[src/rtl/tss_pkg.sv]
// Package for the thermocouple SPI sampler: ring geometry, field widths,
// the structs between the top level and the history ring, and the wrap table.
// No dependencies.
`timescale 1ns / 1ps
`default_nettype none

package tss_pkg;

  // History ring geometry.
  localparam int RING_DEPTH = 16;
  localparam int SLOT_W     = $clog2(RING_DEPTH);

  // Field widths.
  localparam int TEMP_W   = 12;
  localparam int TIME_W   = 32;
  localparam int AGE_W    = 4;
  localparam int POLL_W   = 16;
  localparam int LEN_W    = 5;
  localparam int WORD_W   = 16;
  localparam int PHASE_W  = 6;
  localparam int CFG_W    = 16;

  // Serial frame constants.
  localparam logic [PHASE_W-1:0] PHASES   = PHASE_W'(32);
  localparam int                 OPEN_BIT = 2;
  localparam int                 TEMP_LSB = 3;

  // Configuration register indexes.
  typedef enum logic {
    CFG_POLL_INTERVAL = 1'b0,
    CFG_RING_LENGTH   = 1'b1
  } cfg_idx_e;

  // One ring write.
  typedef struct packed {
    logic              en;
    logic [SLOT_W-1:0] slot;
    logic [TEMP_W-1:0] temp;
    logic [TIME_W-1:0] stamp;
  } ring_wr_t;

  // One ring entry as seen on the history read.
  typedef struct packed {
    logic [TEMP_W-1:0] temp;
    logic [TIME_W-1:0] stamp;
    logic              invalid;
  } ring_rd_t;

  // Wrap table: entry {d, m} holds d mod (m + 1), for the backward walk
  // that wraps around a ring of m + 1 entries.
  localparam int LUT_IDX_W = AGE_W + SLOT_W;
  localparam int LUT_SIZE  = 2 ** LUT_IDX_W;
  typedef logic [LUT_SIZE-1:0][SLOT_W-1:0] wrap_lut_t;

  function automatic wrap_lut_t build_wrap_lut();
    wrap_lut_t lut;
    int        d;
    int        m;
    int        r;
    lut = '0;
    for (int i = 0; i < LUT_SIZE; i++) begin
      d = i >> SLOT_W;
      m = (i & (RING_DEPTH - 1)) + 1;
      r = d;
      for (int k = 0; k < 2 ** AGE_W; k++) begin
        if (r >= m) begin
          r = r - m;
        end
      end
      lut[i] = SLOT_W'(r);
    end
    return lut;
  endfunction

  localparam wrap_lut_t WRAP_LUT = build_wrap_lut();

endpackage

`default_nettype wire

[src/rtl/tss_ring.sv]
// History ring of the thermocouple SPI sampler: stored readings with their
// timestamps, valid bits cleared at reset, and a bypassed history read.
// Depends on tss_pkg.
`timescale 1ns / 1ps
`default_nettype none

module tss_ring
  import tss_pkg::*;
(
  input  wire logic              clk_i,
  input  wire logic              rst_ni,
  input  wire ring_wr_t          wr_i,
  input  wire logic [SLOT_W-1:0] rd_slot_i,
  output      ring_rd_t          rd_o
);

  logic [TEMP_W-1:0] temp_q  [RING_DEPTH];
  logic [TIME_W-1:0] stamp_q [RING_DEPTH];
  logic [RING_DEPTH-1:0] valid_q;

  // Valid bits: an entry becomes valid on its first write.
  always_ff @(posedge clk_i or negedge rst_ni) begin
    if (!rst_ni) begin
      valid_q <= '0;
    end else if (wr_i.en) begin
      valid_q[wr_i.slot] <= 1'b1;
    end
  end

  // Payload storage needs no reset; invalid entries read as zero.
  always_ff @(posedge clk_i) begin
    if (wr_i.en) begin
      temp_q[wr_i.slot]  <= wr_i.temp;
      stamp_q[wr_i.slot] <= wr_i.stamp;
    end
  end

  // History read sees this beat's write through a bypass.
  always_comb begin
    if (wr_i.en && (wr_i.slot == rd_slot_i)) begin
      rd_o.temp    = wr_i.temp;
      rd_o.stamp   = wr_i.stamp;
      rd_o.invalid = 1'b0;
    end else if (valid_q[rd_slot_i]) begin
      rd_o.temp    = temp_q[rd_slot_i];
      rd_o.stamp   = stamp_q[rd_slot_i];
      rd_o.invalid = 1'b0;
    end else begin
      rd_o.temp    = '0;
      rd_o.stamp   = '0;
      rd_o.invalid = 1'b1;
    end
  end

endmodule

`default_nettype wire

[src/rtl/thermocouple_spi_sampler.sv]
// Top level of the thermocouple SPI sampler: input register, tick update of
// the serial read and poll timer, and the result register.
// Depends on tss_pkg and tss_ring.
//
// Usage: every input beat is one tick of the serial read. The beat carries a
// forced-read request, the sampled sensor output level, a timestamp and the
// age of the history entry to report. Every input beat yields exactly one
// output beat with the clock and chip select levels to drive, busy status,
// pulses for a stored reading, a disconnected sensor and a finished forced
// read, and the selected history entry after this tick's update.
// Beats pass the input register, then the result register. Throughput: one
// beat per cycle unless the output stalls. The input register refills while
// a result waits, so a stalled receiver holds the result and, once the input
// register is full, backpressures the input. Reset clears the transaction,
// the poll timer and every history valid bit; the configuration returns to
// polling off and a ring of 16 entries. The user must write configuration
// through the plain write port while idle; the block does not enforce it.
`timescale 1ns / 1ps
`default_nettype none

module thermocouple_spi_sampler
  import tss_pkg::*;
(
  input  wire logic              clk_i,
  input  wire logic              rst_ni,
  // Configuration write port.
  input  wire logic              cfg_we_i,
  input  wire logic              cfg_idx_i,
  input  wire logic [CFG_W-1:0]  cfg_data_i,
  // Input channel.
  input  wire logic              in_valid_i,
  output      logic              in_ready_o,
  input  wire logic              force_req_i,
  input  wire logic              so_level_i,
  input  wire logic [TIME_W-1:0] now_time_i,
  input  wire logic [AGE_W-1:0]  age_i,
  // Output channel.
  output      logic              out_valid_o,
  input  wire logic              out_ready_i,
  output      logic              sck_o,
  output      logic              cs_n_o,
  output      logic              busy_res_o,
  output      logic              sample_stored_o,
  output      logic              open_circuit_o,
  output      logic              forced_done_o,
  output      logic [TEMP_W-1:0] hist_temp_o,
  output      logic [TIME_W-1:0] hist_time_o,
  output      logic              hist_invalid_o
);

  // Configuration registers.
  logic [POLL_W-1:0] poll_interval_q;
  logic [LEN_W-1:0]  ring_length_q;

  always_ff @(posedge clk_i or negedge rst_ni) begin
    if (!rst_ni) begin
      poll_interval_q <= '0;
      ring_length_q   <= LEN_W'(RING_DEPTH);
    end else if (cfg_we_i) begin
      case (cfg_idx_e'(cfg_idx_i))
        CFG_POLL_INTERVAL: poll_interval_q <= cfg_data_i[POLL_W-1:0];
        CFG_RING_LENGTH:   ring_length_q   <= cfg_data_i[LEN_W-1:0];
        default: ;
      endcase
    end
  end

  // Input register and pipeline flow control.
  logic              s1_valid_q;
  logic              s1_force_q;
  logic              s1_so_q;
  logic [TIME_W-1:0] s1_time_q;
  logic [AGE_W-1:0]  s1_age_q;
  logic              out_valid_q;
  logic              adv;

  assign adv        = s1_valid_q && (!out_valid_q || out_ready_i);
  assign in_ready_o = !s1_valid_q || adv;

  always_ff @(posedge clk_i or negedge rst_ni) begin
    if (!rst_ni) begin
      s1_valid_q <= 1'b0;
    end else if (in_ready_o) begin
      s1_valid_q <= in_valid_i;
    end
  end

  always_ff @(posedge clk_i) begin
    if (in_ready_o && in_valid_i) begin
      s1_force_q <= force_req_i;
      s1_so_q    <= so_level_i;
      s1_time_q  <= now_time_i;
      s1_age_q   <= age_i;
    end
  end

  // Transaction and poll state.
  logic [SLOT_W-1:0]  newest_q, newest_d;
  logic [WORD_W-1:0]  shift_q, shift_d;
  logic [PHASE_W-1:0] phase_q, phase_d;
  logic               busy_q, busy_d;
  logic               pend_q, pend_d;
  logic [POLL_W-1:0]  poll_q, poll_d;

  // Ring length in use, clamped to 1 .. RING_DEPTH, as length minus one.
  logic [SLOT_W-1:0] len_m1;
  always_comb begin
    if (ring_length_q == '0) begin
      len_m1 = '0;
    end else if (ring_length_q > LEN_W'(RING_DEPTH)) begin
      len_m1 = SLOT_W'(RING_DEPTH - 1);
    end else begin
      len_m1 = SLOT_W'(ring_length_q - LEN_W'(1));
    end
  end

  // Tick update.
  logic              start;
  logic              stored;
  logic              open_flag;
  logic              fdone;
  logic [POLL_W-1:0] poll_inc;
  ring_wr_t          ring_wr;

  always_comb begin
    pend_d     = pend_q | s1_force_q;
    start      = s1_force_q && !busy_q;
    poll_d     = poll_q;
    busy_d     = busy_q;
    phase_d    = phase_q;
    shift_d    = shift_q;
    newest_d   = newest_q;
    stored     = 1'b0;
    open_flag  = 1'b0;
    fdone      = 1'b0;
    poll_inc   = poll_q + POLL_W'(1);
    ring_wr.en    = 1'b0;
    ring_wr.slot  = (newest_q >= len_m1) ? '0 : newest_q + SLOT_W'(1);
    ring_wr.temp  = shift_q[TEMP_LSB +: TEMP_W];
    ring_wr.stamp = s1_time_q;

    // Poll timer: held while a forced read runs, cleared by a forced start.
    if (start || (poll_interval_q == '0)) begin
      poll_d = '0;
    end else if (!(pend_d && busy_q)) begin
      if ((poll_inc >= poll_interval_q) || (poll_inc == '0)) begin
        poll_d = '0;
        start  = 1'b1;
      end else begin
        poll_d = poll_inc;
      end
    end

    // Serial frame: shift on even phases, finish after the last phase.
    if (start) begin
      busy_d  = 1'b1;
      shift_d = '0;
      phase_d = '0;
    end else if (busy_q) begin
      if (phase_q < PHASES) begin
        if (!phase_q[0]) begin
          shift_d = {shift_q[WORD_W-2:0], s1_so_q};
        end
        phase_d = phase_q + PHASE_W'(1);
      end else begin
        busy_d = 1'b0;
        if (shift_q[OPEN_BIT]) begin
          open_flag = 1'b1;
        end else begin
          ring_wr.en = 1'b1;
          newest_d   = ring_wr.slot;
          stored     = 1'b1;
        end
        if (pend_d) begin
          pend_d = 1'b0;
          fdone  = 1'b1;
          poll_d = '0;
        end
      end
    end

    // Writes happen only on an advancing beat.
    ring_wr.en = ring_wr.en && adv;
  end

  always_ff @(posedge clk_i or negedge rst_ni) begin
    if (!rst_ni) begin
      newest_q <= '0;
      shift_q  <= '0;
      phase_q  <= '0;
      busy_q   <= 1'b0;
      pend_q   <= 1'b0;
      poll_q   <= '0;
    end else if (adv) begin
      newest_q <= newest_d;
      shift_q  <= shift_d;
      phase_q  <= phase_d;
      busy_q   <= busy_d;
      pend_q   <= pend_d;
      poll_q   <= poll_d;
    end
  end

  // History slot: walk back age entries from the newest, wrapping at the
  // end of the ring in use.
  logic [SLOT_W-1:0] rd_slot;
  logic [AGE_W-1:0]  wrap_dist;
  always_comb begin
    wrap_dist = s1_age_q - AGE_W'(newest_d) - AGE_W'(1);
    if (AGE_W'(newest_d) >= s1_age_q) begin
      rd_slot = newest_d - SLOT_W'(s1_age_q);
    end else begin
      rd_slot = len_m1 - WRAP_LUT[{wrap_dist, len_m1}];
    end
  end

  ring_rd_t ring_rd;

  tss_ring u_ring (
    .clk_i     (clk_i),
    .rst_ni    (rst_ni),
    .wr_i      (ring_wr),
    .rd_slot_i (rd_slot),
    .rd_o      (ring_rd)
  );

  // Result register.
  always_ff @(posedge clk_i or negedge rst_ni) begin
    if (!rst_ni) begin
      out_valid_q <= 1'b0;
    end else if (adv) begin
      out_valid_q <= 1'b1;
    end else if (out_ready_i) begin
      out_valid_q <= 1'b0;
    end
  end

  always_ff @(posedge clk_i) begin
    if (adv) begin
      sck_o           <= busy_d && phase_d[0];
      cs_n_o          <= !busy_d;
      busy_res_o      <= busy_d;
      sample_stored_o <= stored;
      open_circuit_o  <= open_flag;
      forced_done_o   <= fdone;
      hist_temp_o     <= ring_rd.temp;
      hist_time_o     <= ring_rd.stamp;
      hist_invalid_o  <= ring_rd.invalid;
    end
  end

  assign out_valid_o = out_valid_q;

endmodule

`default_nettype wire

[config.mk]
export PLATFORM = sky130hd
export DESIGN_NAME = thermocouple_spi_sampler
export DESIGN_NICKNAME = d
export VERILOG_FILES = /design/src/rtl/tss_pkg.sv /design/src/rtl/tss_ring.sv /design/src/rtl/thermocouple_spi_sampler.sv
export SDC_FILE = /design/constraint.sdc
export NUM_CORES = 1
export LEC_CHECK = 0
export BUFFER_PORTS_ARGS = -buffer_cell sky130_fd_sc_hd__buf_2
export CAP_MARGIN = 20
export CORE_MARGIN = 1.5
export CORE_UTILIZATION = 55
export CTS_CLUSTER_DIAMETER = 40
export DETAILED_ROUTE_END_ITERATION = 10
export PLACE_DENSITY_LB_ADDON = 0.05
export RECOVER_POWER = 50
export SYNTH_ARGS = -nofsm -noshare
export SYNTH_HDL_FRONTEND = slang
export SYNTH_SLANG_ARGS = --single-unit
[constraint.sdc]
create_clock -name clk_i -period 12.93 [get_ports clk_i]
set_input_delay 1.293 -clock clk_i [delete_from_list [all_inputs] [get_ports clk_i]]
set_output_delay 1.293 -clock clk_i [all_outputs]
set_load 0.02 [all_outputs]
==> results.py <==
metrics = {
    "run_status": {
        "outcome": "finished, violations left",
        "violations": "max-capacitance violations, max-slew violations",
    },
    "global_route": {
        "antenna_found_initial": 2,
        "grt.total_usage_pct": 24.9,
        "grt_pass1_wl_mm": 124,
        "grt_pass1_vias": 20100,
        "grt_overflow_total": 0,
        "grt_max_degree": 69,
    },
    "synth": {
        "async_reset_ff_share_pct": 9.37,
        "syn_avg_cell_area_um2": 18.0,
        "synth_edf_count": 793,
        "synth_cell_type_count": 74,
        "synth_warnings": 0,
        "yosysSeqAreaShare_pct": 71.4,
        "syn_area_um2": 36200,
        "ys.flop_type": "edfxtp_1",
        "synthesis.nets": 2115,
        "synth-seq-cells": 875,
        "synth_cells": 2008,
    },
    "sta": {
        "rsz0062_at_grt": "false",
        "worstMarginPinSlew_ps": 4150,
        "drv_slew": 108,
        "hold_viol": 0,
        "fmax_mhz": 94.7,
        "finalSetupViolCount": 0,
        "fin_skew_ps": 30.7,
        "fin_tns_setup_ps": 0,
        "finalCritPeriodShare_pct": 81.7,
        "slew_headroom_pct": -176,
        "post-route-min-period_ps": 10560,
    },
    "pwr": {
        "p_comb_share_pct": 25.4,
        "switching_power_mw": 2.51,
        "clkPwrFrac_pct": 36.1,
        "p_int_mw": 6.11,
        "seqPwrFrac_pct": 38.5,
        "vdd_drop_max_v": 0.000136,
        "power.leakage_nw": 14.6,
        "powerDensity_nw_per_um2": 206,
        "p_sw_share_pct": 29.1,
    },
    "clocking": {
        "cts_max_level": 3,
        "cts-resized-gates": 0,
        "cts_hold_buf": 0,
        "clockBufferDepth": 3,
        "clk_latency_ps": 660,
        "clk_pin_slew_ps": 60,
        "cts_setup_buffers": 0,
        "clockRootBuffer": "clkbuf_16",
        "cts_tree": "built",
        "clkSinkCount": 875,
        "cts_made_buffers": 114,
    },
    "worst_setup_path": {
        "crit_path_max_fanout": 40,
        "start_kind": "register",
        "crit_top_cell": "nand2_1",
        "critical_path_class": "register to register",
        "crit_required_ps": 13290,
        "slowest_delay_ps": 940,
        "cp_slowest_cell": "ha_1",
        "endpoint_kind": "register",
        "crit_arrival_ps": 10920,
    },
    "routing": {
        "vias": 19400,
        "routedWlPerCell_um": 26.2,
        "firstDrtPassIters": 6,
        "viasPerCell": 6.18,
        "drt_iter0_drc": 1833,
        "drc": 0,
        "drt-total-wl_mm": 82.2,
        "postRouteAntennaNets": 0,
    },
    "layout": {
        "nFillCells": 4420,
        "antenna_cells": 0,
        "utilization_pct": 64.4,
        "final_layout_size_suffix_gt1_share_pct": 29.2,
        "final_nets": 2291,
        "final_cell_mix": "edfxtp_1, mux4_2, clkbuf_16",
        "final_common_cell": "edfxtp_1",
        "area_delta_synth_final_pct": 15.3,
    },
    "die": {
        "core_um2": 64800,
        "io_pins": 113,
        "die_x_um": 260,
        "die_h_um": 260,
        "dieArea_um2": 67400,
        "rows": 93,
        "start_util_pct": 55.9,
    },
    "placed_design": {
        "gp_congestion": 0.801,
        "portBuffers": 112,
        "dp_hpwl_mm": 43.3,
    },
    "flow_run": {
        "max_cap_violations": 2,
    },
    "hold_path": {
        "min_path_type": "register to register",
    },
}
-- Yosys cell counts (26+ instances only) --
cell type  number  area (µm²)
inv_1          80         300
buf_1          27         101
nor3_1         26         130
a21oi_1        39         195
mux2i_1        55         551
mux2_2         53         597
o21ai_0       104         521
ha_1           45         563
clkbuf_1       56         210
dfrtp_1        81        2030
nand3_1        58         290
nor2_1         58         218
nand2_1        77         289
o22ai_2        40         500
edfxtp_1      793       23800
mux4_2        180        4050
-- worst max-delay path: cells and delay by family, from the launching register on --
kind	cells	cell delay, ps
XOR/XNOR	3	590
AND/OR/NAND/NOR	12	3640
adder cells (fa/ha/maj)	4	2040
multiplexers	1	320
AO/OA/AOI/OAI	10	1480
buffers and inverters	3	1700
flip-flops	1	440
-- power by group through the flow --
stage	combinational [mW]	sequential (mW)	clock [mW]
after detailed placement	2.21	3.37	0
after global routing	2.36	3.33	3.29
final	2.19	3.31	3.11
after floorplan	1.60	3.40	0
after CTS	2.22	3.32	3.17
after global placement	2.19	3.36	0
-- final timing paths --
kind	startpoint	endpoint	slack, ps	cells past startpoint
max in group asynchronous	rst_ni	newest_q[1]	7740	2
setup reg to reg	poll_q[0]	hist_time_o[31]	2370	33
setup / recovery	poll_q[0]	hist_time_o[31]	2370	33
min in group asynchronous	rst_ni	s1_valid_q	740	1
hold reg to reg	u_ring.valid_q[11]	u_ring.valid_q[11]	470	1
hold / removal	u_ring.valid_q[11]	u_ring.valid_q[11]	470	1
-- stage by stage --
stage / hold slack, ps / setup slack [ps] / cell area [µm²] / power [mW] / instances
after global routing: 483 / 1440 / 41800 / 8.97 / 3137
after global placement: 445 / 2850 / 37900 / 5.55 / 2920
final: 467 / 2370 / 41800 / 8.62 / 3137
after CTS: 464 / 2440 / 41800 / 8.70 / 3135
after floorplan: 431 / 4980 / 36200 / 4.99 / 2008
after detailed placement: 450 / 2500 / 37900 / 5.58 / 2921
-- metal layers --
layer	global-route usage [%]	part of all wire, %	vias to the layer above
met2	39.3	48	680
met4	7.46	2.1	2
met3	4.06	6.1	126
met1	36.2	43	10100
met5	0	0.0085	-
li1	-	-	8418
-- cell families after synthesis --
group	Yosys count	synth area share, %
AOI/OAI and AO/OA	281	5.53
xor gates and xnor gates	25	0.604
adders and majority gates	47	1.66
buffers and inverters	185	2.14
DFF	875	71.4
muxes	288	14.4
and+or+nand+nor	307	4.31
-- layout make-up --
type / instances / area (µm²) / area share, %
Tap cell: 855 / 1070 / 2.56
Clock buffer: 133 / 3000 / 7.17
Timing Repair Buffer: 163 / 936 / 2.24
Multi-Input combinational cell: 948 / 9740 / 23.3
Inverter: 82 / 309 / 0.740
Sequential cell: 875 / 25900 / 61.9
Clock inverter: 81 / 852 / 2.04
-- registers in the layout, summed over array words and instances, names as in the netlist, 4 cells and up --
| register | flops |
|---|---|
| u_ring.temp_q | 192 |
| s1_time_q | 32 |
| shift_q | 15 |
| phase_q | 6 |
| hist_time_o | 32 |
| poll_q | 16 |
| s1_age_q | 4 |
| u_ring.stamp_q | 512 |
| ring_length_q | 5 |
| hist_temp_o | 12 |
| u_ring.valid_q | 16 |
| poll_interval_q | 16 |
| newest_q | 4 |
No activity file was read; power rests on OpenSTA's default activity.
